$ cat config.mk
export PLATFORM = sky130hd
export DESIGN_NAME = sliding_window_template_match
export DESIGN_NICKNAME = d
export VERILOG_FILES = /design/src/swtm_pkg.sv /design/src/sliding_window_template_match.sv /design/src/swtm_cell.sv /design/src/swtm_tally.sv
export SDC_FILE = /design/constraint.sdc
export NUM_CORES = 1
export LEC_CHECK = 0
export BUFFER_PORTS_ARGS = -buffer_cell sky130_fd_sc_hd__buf_4
export CORE_AREA = 2 2 151 153
export CTS_BUF_LIST = sky130_fd_sc_hd__clkbuf_4 sky130_fd_sc_hd__clkbuf_8 sky130_fd_sc_hd__clkbuf_16
export CTS_CLUSTER_DIAMETER = 50
export DETAILED_ROUTE_END_ITERATION = 16
export DIE_AREA = 0 0 153 155
export GPL_TIMING_DRIVEN = 0
export PLACE_DENSITY = 0.85
export SLEW_MARGIN = 20
export SYNTH_ARGS = -nofsm -noshare
export SYNTH_HDL_FRONTEND = slang
export SYNTH_SLANG_ARGS = --single-unit
$ cat constraint.sdc
create_clock -name clock -period 4.3 [get_ports clock]
set_clock_uncertainty 0.1 [all_clocks]
set_input_delay 0.86 -clock clock [delete_from_list [all_inputs] [get_ports clock]]
set_output_delay 0.86 -clock clock [all_outputs]
set_load 0.05 [all_outputs]
$ cat src/swtm_pkg.sv
`timescale 1ns / 1ps
package swtm_pkg;

   localparam int POSE_W     = 9;
   localparam int TIDX_W     = 4;
   localparam int COUNT_W    = 5;
   localparam int COUNT_MAX  = 31;
   localparam int GROUP_SIZE = 8;
   localparam int GROUP_W    = 4;

   localparam logic signed [POSE_W-1:0] NO_POSE = -9'sd1;

   typedef enum logic {
      REQ_POSE     = 1'b0,
      REQ_TEMPLATE = 1'b1
   } req_kind_type;

   // per-cell control for one accepted request
   typedef struct packed {
      logic load;
      logic shift;
      logic tmpl_wr;
   } cell_ctl_type;

endpackage

$ cat src/sliding_window_template_match.sv
`timescale 1ns / 1ps
// Sliding-window template matcher. Takes one request per cycle: a pose
// observation (shifted into the window unless it is -1) or a template write.
// Every request returns one response with the accepted flag and the number of
// window slots, oldest first, that equal the template, saturated at 31.
// The row of window cells updates and compares, then a two-stage tally
// adds the match bits in groups of eight. Throughput is one request per
// cycle; while the response is stalled the pipeline still takes up to two
// more requests before it raises req_stall.
module sliding_window_template_match import swtm_pkg::*; #(
   parameter int WINDOW_LEN = 16
) (
   input  logic                     clock,
   input  logic                     reset,
   input  logic                     req_valid,
   output logic                     req_stall,
   input  logic                     req_type,
   input  logic signed [POSE_W-1:0] req_pose,
   input  logic [TIDX_W-1:0]        req_template_index,
   input  logic signed [POSE_W-1:0] req_template_value,
   output logic                     rsp_valid,
   input  logic                     rsp_stall,
   output logic                     rsp_accepted,
   output logic [COUNT_W-1:0]       rsp_match_count
);

   logic                     req_acc, shift_en, tmpl_en, s1_take;
   logic                     s1_valid_ff, s1_accepted_ff;
   logic [WINDOW_LEN-1:0]    match;
   logic signed [POSE_W-1:0] win  [WINDOW_LEN];
   logic signed [POSE_W-1:0] tmpl [WINDOW_LEN];
   cell_ctl_type             ctl  [WINDOW_LEN];

   assign req_stall = s1_valid_ff && !s1_take;
   assign req_acc   = req_valid && !req_stall;
   assign shift_en  = (req_type == REQ_POSE) && (req_pose != NO_POSE);
   assign tmpl_en   = (req_type == REQ_TEMPLATE);

   genvar i;
   generate
      for (i = 0; i < WINDOW_LEN; i++) begin : g_cell
         logic signed [POSE_W-1:0] feed;
         if (i == WINDOW_LEN - 1) begin : g_newest
            assign feed = req_pose;
         end else begin : g_inner
            assign feed = win[i+1];
         end

         assign ctl[i].load    = req_acc;
         assign ctl[i].shift   = req_acc && shift_en;
         assign ctl[i].tmpl_wr = req_acc && tmpl_en && (32'(req_template_index) == i);

         swtm_cell u_cell (
            .clock      (clock),
            .reset      (reset),
            .ctl        (ctl[i]),
            .shift_in   (feed),
            .tmpl_value (req_template_value),
            .win_out    (win[i]),
            .tmpl_out   (tmpl[i]),
            .match      (match[i])
         );
      end
   endgenerate

   always_ff @(posedge clock) begin
      if (reset) begin
         s1_valid_ff <= 1'b0;
      end else if (req_acc) begin
         s1_valid_ff <= 1'b1;
      end else if (s1_take) begin
         s1_valid_ff <= 1'b0;
      end
   end

   always_ff @(posedge clock) begin
      if (req_acc) begin
         s1_accepted_ff <= shift_en;
      end
   end

   swtm_tally #(
      .WINDOW_LEN (WINDOW_LEN)
   ) u_tally (
      .clock           (clock),
      .reset           (reset),
      .in_valid        (s1_valid_ff),
      .in_accepted     (s1_accepted_ff),
      .in_match        (match),
      .in_take         (s1_take),
      .rsp_valid       (rsp_valid),
      .rsp_stall       (rsp_stall),
      .rsp_accepted    (rsp_accepted),
      .rsp_match_count (rsp_match_count)
   );

   a_shift_newest: assert property (@(posedge clock) disable iff (reset)
      req_acc && shift_en |=> win[WINDOW_LEN-1] == $past(req_pose))
      else $error("newest window slot does not hold the shifted pose");

   a_hold_window: assert property (@(posedge clock) disable iff (reset)
      req_acc && !shift_en |=> $stable(win[WINDOW_LEN-1]) && $stable(win[0]))
      else $error("window moved without a pose shift");

   a_oldest_tmpl: assert property (@(posedge clock) disable iff (reset)
      req_acc && tmpl_en && req_template_index == '0
      |=> tmpl[0] == $past(req_template_value))
      else $error("template write to the oldest slot lost");

   a_stage_load: assert property (@(posedge clock) disable iff (reset)
      req_acc |=> s1_valid_ff)
      else $error("accepted request missing from first stage");

   a_count_range: assert property (@(posedge clock) disable iff (reset)
      rsp_valid |-> 32'(rsp_match_count) <= WINDOW_LEN)
      else $error("match count exceeds window length");

endmodule

$ cat src/swtm_cell.sv
`timescale 1ns / 1ps
module swtm_cell import swtm_pkg::*; (
   input  logic                     clock,
   input  logic                     reset,
   input  cell_ctl_type             ctl,
   input  logic signed [POSE_W-1:0] shift_in,
   input  logic signed [POSE_W-1:0] tmpl_value,
   output logic signed [POSE_W-1:0] win_out,
   output logic signed [POSE_W-1:0] tmpl_out,
   output logic                     match
);

   logic signed [POSE_W-1:0] window_ff, window_in;
   logic signed [POSE_W-1:0] tmpl_ff, tmpl_in;
   logic                     match_ff;

   always_comb begin
      window_in = ctl.shift ? shift_in : window_ff;
      tmpl_in   = ctl.tmpl_wr ? tmpl_value : tmpl_ff;
   end

   always_ff @(posedge clock) begin
      if (reset) begin
         window_ff <= NO_POSE;
         tmpl_ff   <= NO_POSE;
      end else if (ctl.load) begin
         window_ff <= window_in;
         tmpl_ff   <= tmpl_in;
      end
   end

   // compare against the updated contents
   always_ff @(posedge clock) begin
      if (ctl.load) begin
         match_ff <= (window_in == tmpl_in);
      end
   end

   assign win_out  = window_ff;
   assign tmpl_out = tmpl_ff;
   assign match    = match_ff;

endmodule

$ cat src/swtm_tally.sv
`timescale 1ns / 1ps
module swtm_tally import swtm_pkg::*; #(
   parameter int WINDOW_LEN = 16
) (
   input  logic                  clock,
   input  logic                  reset,
   input  logic                  in_valid,
   input  logic                  in_accepted,
   input  logic [WINDOW_LEN-1:0] in_match,
   output logic                  in_take,
   output logic                  rsp_valid,
   input  logic                  rsp_stall,
   output logic                  rsp_accepted,
   output logic [COUNT_W-1:0]    rsp_match_count
);

   localparam int NGROUP  = (WINDOW_LEN + GROUP_SIZE - 1) / GROUP_SIZE;
   localparam int PAD_LEN = NGROUP * GROUP_SIZE;
   localparam int SUM_RAW = $clog2(PAD_LEN + 1);
   localparam int SUM_W   = (SUM_RAW > COUNT_W) ? SUM_RAW : COUNT_W;

   logic [PAD_LEN-1:0] padded;
   logic [GROUP_W-1:0] group_in [NGROUP];
   logic [GROUP_W-1:0] group_ff [NGROUP];
   logic               s2_valid_ff, s2_accepted_ff, s2_adv;
   logic [SUM_W-1:0]   sum;
   logic               rsp_valid_ff, rsp_accepted_ff;
   logic [COUNT_W-1:0] count_ff, count_in;

   assign s2_adv  = !rsp_valid_ff || !rsp_stall;
   assign in_take = !s2_valid_ff || s2_adv;

   always_comb begin
      padded = '0;
      padded[WINDOW_LEN-1:0] = in_match;
      for (int g = 0; g < NGROUP; g++) begin
         group_in[g] = '0;
         for (int b = 0; b < GROUP_SIZE; b++) begin
            group_in[g] = group_in[g] + GROUP_W'(padded[g*GROUP_SIZE + b]);
         end
      end
   end

   always_comb begin
      sum = '0;
      for (int g = 0; g < NGROUP; g++) begin
         sum = sum + SUM_W'(group_ff[g]);
      end
      count_in = (sum > SUM_W'(COUNT_MAX)) ? COUNT_W'(COUNT_MAX) : COUNT_W'(sum);
   end

   always_ff @(posedge clock) begin
      if (reset) begin
         s2_valid_ff  <= 1'b0;
         rsp_valid_ff <= 1'b0;
      end else begin
         if (in_take) begin
            s2_valid_ff <= in_valid;
         end
         if (s2_adv) begin
            rsp_valid_ff <= s2_valid_ff;
         end
      end
   end

   always_ff @(posedge clock) begin
      if (in_take && in_valid) begin
         s2_accepted_ff <= in_accepted;
         for (int g = 0; g < NGROUP; g++) begin
            group_ff[g] <= group_in[g];
         end
      end
      if (s2_adv && s2_valid_ff) begin
         rsp_accepted_ff <= s2_accepted_ff;
         count_ff        <= count_in;
      end
   end

   assign rsp_valid       = rsp_valid_ff;
   assign rsp_accepted    = rsp_accepted_ff;
   assign rsp_match_count = count_ff;

endmodule
# --- Word-level counts from Yosys, hierarchy flattened ---
# Memories as Yosys holds them, arrays and structs flattened.
# Cells that the tools add are included.
word_totals:
  ramBits: 8
  latchBits: 0
  n_memories: 1
  ff_bits: 315
  romBits: 0
op_classes:
  n_eq_ne: 32
  addsub: 15
  order_cmp: 1
  multipliers: 0
  n_div: 0
  bitwise: 1
  shift: 0
  reduce_logical: 32
  mux: 36
memory_table:
  columns: ["name", "words", "width", "read_ports", "rd_ports_with_merged_regs", "wr", "line_no", "source"]
  rows:
  - ["u_tally.group_ff", 2, 4, 2, 0, 2, "swtm_tally.sv:24", "logic [GROUP_W-1:0] group_ff [NGROUP];"]
op_table:
  columns: ["operator", "n"]
  rows:
  - ["$mux 9", 32]
  - ["$eq 9x9->1", 16]
  - ["$add 4x1->4", 12]
  - ["$eq 4x4->1 const B", 8]
  - ["$logic_and 1x1->1", 23]
  - ["$eq 4x3->1 const B", 4]
  - ["$ne 9x1->1 const B", 1]
  - ["$eq 4x2->1 const B", 2]
  - ["$add 4x4->5", 1]
  - ["$gt 5x5->1 const B", 1]
  - ["$logic_not 1->1", 5]
  - ["$add 1x1->2", 2]
  - ["$eq 4x1->1 const B", 1]
  - ["$logic_not 4->1", 1]
  - ["$mux 1", 4]
  - ["$logic_or 1x1->1", 2]
  - ["$reduce_bool 2->1", 1]
  - ["$not 1->1", 1]

# --- Depth between registers and ports, before layout ---
logic_depth:
  word_depth: 11
  depth_mapped: 10
  ltp_nobuf: 9

# --- Hierarchy ---
# From an unflattened synthesis, not the netlist that was laid out.
hier_totals:
  cells_unflattened: 1628
  area_unflattened_um2: 17384.2
by_module_without_submodules:
  columns: ["module", "n_inst", "area_each_um2", "seq_area_each_um2", "cells_each"]
  rows:
  - ["swtm_cell", 16, 1008.5, 390.4, 95]
  - ["swtm_tally", 1, 980.9, 490.5, 71]
  - ["sliding_window_template_match", 1, 267.8, 50.0, 37]

# --- Worst setup path after synthesis ---
# No wires, ideal clock.
synth_path:
  kind: "input to register"
  start: "in rsp_stall"
  end: "reg g_cell[15].u_cell.match_ff, data pin"
  t_arrival_ps: 2473
  setup_time_ps: 170
  cell_stages: 10
  setup_slack_ps: 1557
  cell_sequence: "nand4_2 inv_2 nor4_1 buf_4 buf_8 buf_6 mux2i_1 xnor2_1 nand4_1 nor4_2"
synth_between:
  elab_chain_len: 11
  elab_cells_between_ends: 13
synth_lines:
  columns: ["element", "line_no", "source"]
  rows:
  - ["start: declaration", "sliding_window_template_match.sv:22", "input logic rsp_stall,"]
  - ["$logic_not 1->1 *", "swtm_tally.sv:30", "assign s2_adv = !rsp_valid_ff || !rsp_stall;"]
  - ["$logic_or 1x1->1 *", "swtm_tally.sv:30", null]
  - ["$logic_or 1x1->1 *", "swtm_tally.sv:31", "assign in_take = !s2_valid_ff || s2_adv;"]
  - ["$logic_not 1->1 *", "sliding_window_template_match.sv:34", "assign req_stall = s1_valid_ff && !s1_take;"]
  - ["$logic_and 1x1->1 *", "sliding_window_template_match.sv:34", null]
  - ["net req_stall", "sliding_window_template_match.sv:16", "output logic req_stall,"]
  - ["$logic_not 1->1 *", "sliding_window_template_match.sv:35", "assign req_acc = req_valid && !req_stall;"]
  - ["$logic_and 1x1->1 *", "sliding_window_template_match.sv:35", null]
  - ["$logic_and 1x1->1 (2 in series)", "sliding_window_template_match.sv:51", "assign ctl[i].tmpl_wr = req_acc && tmpl_en && (32'(req_template_index) == i);"]
  - ["$mux 9", "swtm_cell.sv:19", "tmpl_in = ctl.tmpl_wr ? tmpl_value : tmpl_ff;"]
  - ["$eq 9x9->1 *", "swtm_cell.sv:35", "match_ff <= (window_in == tmpl_in);"]
  - ["end signal: assignment", "swtm_cell.sv:35", null]
  - ["end: declaration", "swtm_cell.sv:15", "logic match_ff;"]
# The timed path passes the listed nets; every way through them passes the cells marked *.
# A chain may end at the register's enable or synchronous reset.

# --- Worst setup path after layout ---
layout_path:
  start: "in req_pose[5]"
  end: "reg g_cell[14].u_cell.match_ff, data pin"
layout_between:
  elab_chain_len: 5
layout_lines:
  columns: ["element", "line_no", "source"]
  rows:
  - ["start: declaration", "sliding_window_template_match.sv:18", "input logic signed [POSE_W-1:0] req_pose,"]
  - ["$ne 9x1->1", "sliding_window_template_match.sv:36", "assign shift_en = (req_type == REQ_POSE) && (req_pose != NO_POSE);"]
  - ["$logic_and 1x1->1", "sliding_window_template_match.sv:36", null]
  - ["$logic_and 1x1->1", "sliding_window_template_match.sv:50", "assign ctl[i].shift = req_acc && shift_en;"]
  - ["$mux 9", "swtm_cell.sv:18", "window_in = ctl.shift ? shift_in : window_ff;"]
  - ["$eq 9x9->1", "swtm_cell.sv:35", null]
  - ["end signal: assignment", "swtm_cell.sv:35", null]
  - ["end: declaration", "swtm_cell.sv:15", null]
# No other way between the ends.

==> impl_results.md <==
- Relative slew slack: between 20 and 30%
- Synth top cells by count: dfxtp_1, nand2b_1, mux2i_1
- Global-route wire length before repair: between 50,000 and 60,000 um
- Critical Path End Type: register
- Fin util: 71.75%
- Via/cell ratio: roughly 5.7
- LEAKAGE: just under 0.007 uW
- Hpwl dp: 24,530 um
- Number of routed nets with antenna violations: 0
- Die Y: between 150 and 200 um
- Post-CTS Setup Bufs: 0
- Number of synthesized register bits: between 300 and 400
- Vias: between 9,000 and 10,000
- Top-area cell type share of the netlist area: approximately two fifths
- # clock sinks: 323
- Avg Inst Size Synth: roughly 11 um2
- Final setup fails: 0
- GRT Total Usage: between 30% and 40%
- Post-CTS sizing: 0
- Most common cell in the netlist: dfxtp_1
- Chip Width: 153 um
- Final-stage net count: around 1,400
- Grt ovf: 0
- RSZ-0062 raised after global routing: false
- Cts hold-fix bufs: 0
- Status: finished, final reports clean
- P_sw: 1547 uW
- Ys Warns: 0
- Sum Neg Setup Slack: 0 ns
- Sw Ratio: a little under a quarter
- Core ar.: 22,230 um2
- Clock tree buffer depth: 3
- ANT cells: 0
- Worst-Skew Late Latency: 0.51 ns
- Mapped Area: 14,180 um2
- Filler cell count in the final layout: 1,605
- Slew Limit Fails: 0
- Combinational Power Share: 8.7%
- Drt first pass iters: 4
- Number of global-route vias before repair: approximately 9,500
- Post-Syn Instances: around 1,300
- Hold WC Path Type: register to register
- Worst Tran Pin Value: around 1.1 ns
- Routed WL per cell: between 20 and 25 um
- DRC: 0
- Seq/Total Area, Yosys: roughly 48%
- Clock root buffer: clkbuf_16
- Int Pwr: approximately 5100 uW
- Post-synth EDFFs: 32
- WL final: approximately 36,000 um
- Final Hold Viols: 0
- Crit Path Max Fanout: 10
- Worst VDD drop: 334.4 uV
- Tmin final: approximately 3.3 ns
- Antenna violations before repair: 0
- Period utilization: about three quarters
- Die Area: 23,720 um2
- I/O Buffers: 33
- Share of layout cells above drive strength 1: approximately a tenth
- Clock share of power: 44.4%
- Max Cap Viol: 0
- FP Rows: 55
- Main flop type after synthesis: dfxtp_1
- Post-Syn Nets: 1,306
- CTS tree: yes
- Reg clk slew, reported paths: around 0.06 ns
- Required @ worst endpoint: approximately 4.5 ns
- DR iter-0 viols: approximately 620
- Async set-reset flop share out of synthesis: 0%
- Num ports: 35
- CTS Buf Count: 35
- Largest net degree at the start of global routing: 14
- Max Fclk: 304.9 MHz
- Area contributors post-synth: dfxtp_1, mux2i_1, nand2b_1, xnor2_1, edfxtp_1
- Yosys cell types: 34
- Synth area leader: dfxtp_1
- Worst EP arrival: between 3 and 4 ns
- Power density over the cells: between 400 and 500 nW/um2
- H-Tree Level Count: 2
- CP startpoint kind: input port
- Crit path kind: input port to register
- Sequential Power Share: 46.9%
- Placer Congestion: around 0.86
- Area Overhead vs Synth: 12.45%
- Initial Utilization: between 60 and 70%
-- metal layers --
metal	GRT usage [%]	share of wire [%]	up-vias	routed length (um)
met3	5.209	5.4	103	1920
met5	0	0	-	0
met1	39.73	44	4567	15670
met4	14.51	5.1	0	1815
li1	-	-	4346	-
met2	48.99	46	280	16400
-- worst max-delay path, stage by stage --
cell     delay, ns
buf_4         0.09
nand4_1       0.12
nor3_1        0.70
nor4_1        0.17
buf_4         0.23
buf_8         0.17
buf_6         0.18
mux2i_1       0.24
xnor2_1       0.19
nand4_1       0.15
nor4_2        0.33
-- through the flow --
step / setup WS [ns] / total power (uW) / cell area (um2) / hold slack, ns / cells
after global routing: 0.9697 / 6847 / 15950 / 0.3352 / 1641
after CTS: 1.244 / 6693 / 15950 / 0.3260 / 1641
after detailed placement: 0.7393 / 3765 / 14800 / 0.3118 / 1579
after global placement: 0.7682 / 3745 / 14790 / 0.3034 / 1578
final: 1.020 / 6677 / 15950 / 0.3278 / 1641
after floorplan: 1.557 / 3559 / 14180 / 0.3003 / 1260
-- cell usage in the layout (no fill, tap or decap), types with 2 or more instances in the layout --
cell type	netlist	routed
nor4_1	5	5
xor2_1	32	32
mux2i_1	288	288
a21oi_1	6	6
buf_4	10	43
fa_1	9	9
nor4_2	12	12
nand2_2	3	3
clkinv_2	0	2
dfxtp_1	291	291
clkbuf_8	0	8
edfxtp_1	32	32
nor2b_1	5	5
buf_2	4	4
clkbuf_1	45	45
buf_8	3	3
clkbuf_4	0	12
nand3_1	22	22
nand3b_1	2	2
nand2_1	9	9
ha_1	10	10
clkbuf_16	0	35
nor3_2	3	3
nand4_1	17	17
buf_6	4	5
xnor2_1	116	116
inv_1	28	28
nand2b_1	289	289
and2_1	2	2
nor2_1	5	4
-- final timing paths --
kind                                from                 endpoint  slack [ns]  depth (start not counted)
setup / recovery             req_pose[5]  g_cell[14].u_cell.match        1.02                         11
hold / removal    u_tally.s2_accepted_ff     u_tally.rsp_accepted        0.33                          0
setup reg to reg  g_cell[0].u_cell.match   u_tally.group_ff[0][2]        1.27                          9
hold reg to reg   u_tally.s2_accepted_ff     u_tally.rsp_accepted        0.33                          0
-- logic make-up after synthesis --
family / after synthesis / share of synthesized area [%]
muxes: 288 / 20.33
adders and majority gates: 19 / 2.153
DFF: 323 / 47.85
buffers and inverters: 95 / 3.264
AOI/OAI and AO/OA: 9 / 0.3529
xor gates and xnor gates: 148 / 9.140
and+or+nand+nor: 378 / 16.91
-- registers in the layout (all words and copies together), names as in the netlist --
signal                   cells
s1_valid_ff                  1
s1_accepted_ff               1
u_tally.rsp_match_count      5
g_cell.u_cell.win_out      144
u_tally.s2_accepted_ff       1
g_cell.u_cell.match         16
g_cell.u_cell.tmpl_out     144
u_tally.s2_valid_ff          1
u_tally.rsp_valid            1
u_tally.group_ff             8
u_tally.rsp_accepted         1
-- power by group through the flow --
stage	sequential (uW)	clock (uW)	combinational, uW
after floorplan	3200	0	354
after global placement	3190	0	551
after detailed placement	3200	0	570
after CTS	3130	2990	575
after global routing	3130	3100	615
final	3130	2970	582
-- layout make-up --
cell class / instances / area [um2] / area share (%)
buffer: 66 / 354.1 / 2.220
clock buffer: 55 / 1076 / 6.747
clock inverter: 7 / 71.32 / 0.4472
inverter: 29 / 108.9 / 0.6826
multi-input combinational: 842 / 6935 / 43.49
sequential: 323 / 6787 / 42.55
tap: 285 / 356.6 / 2.236
timing repair buffer: 34 / 259.0 / 1.624
No activity file was read; power rests on OpenSTA's default activity.
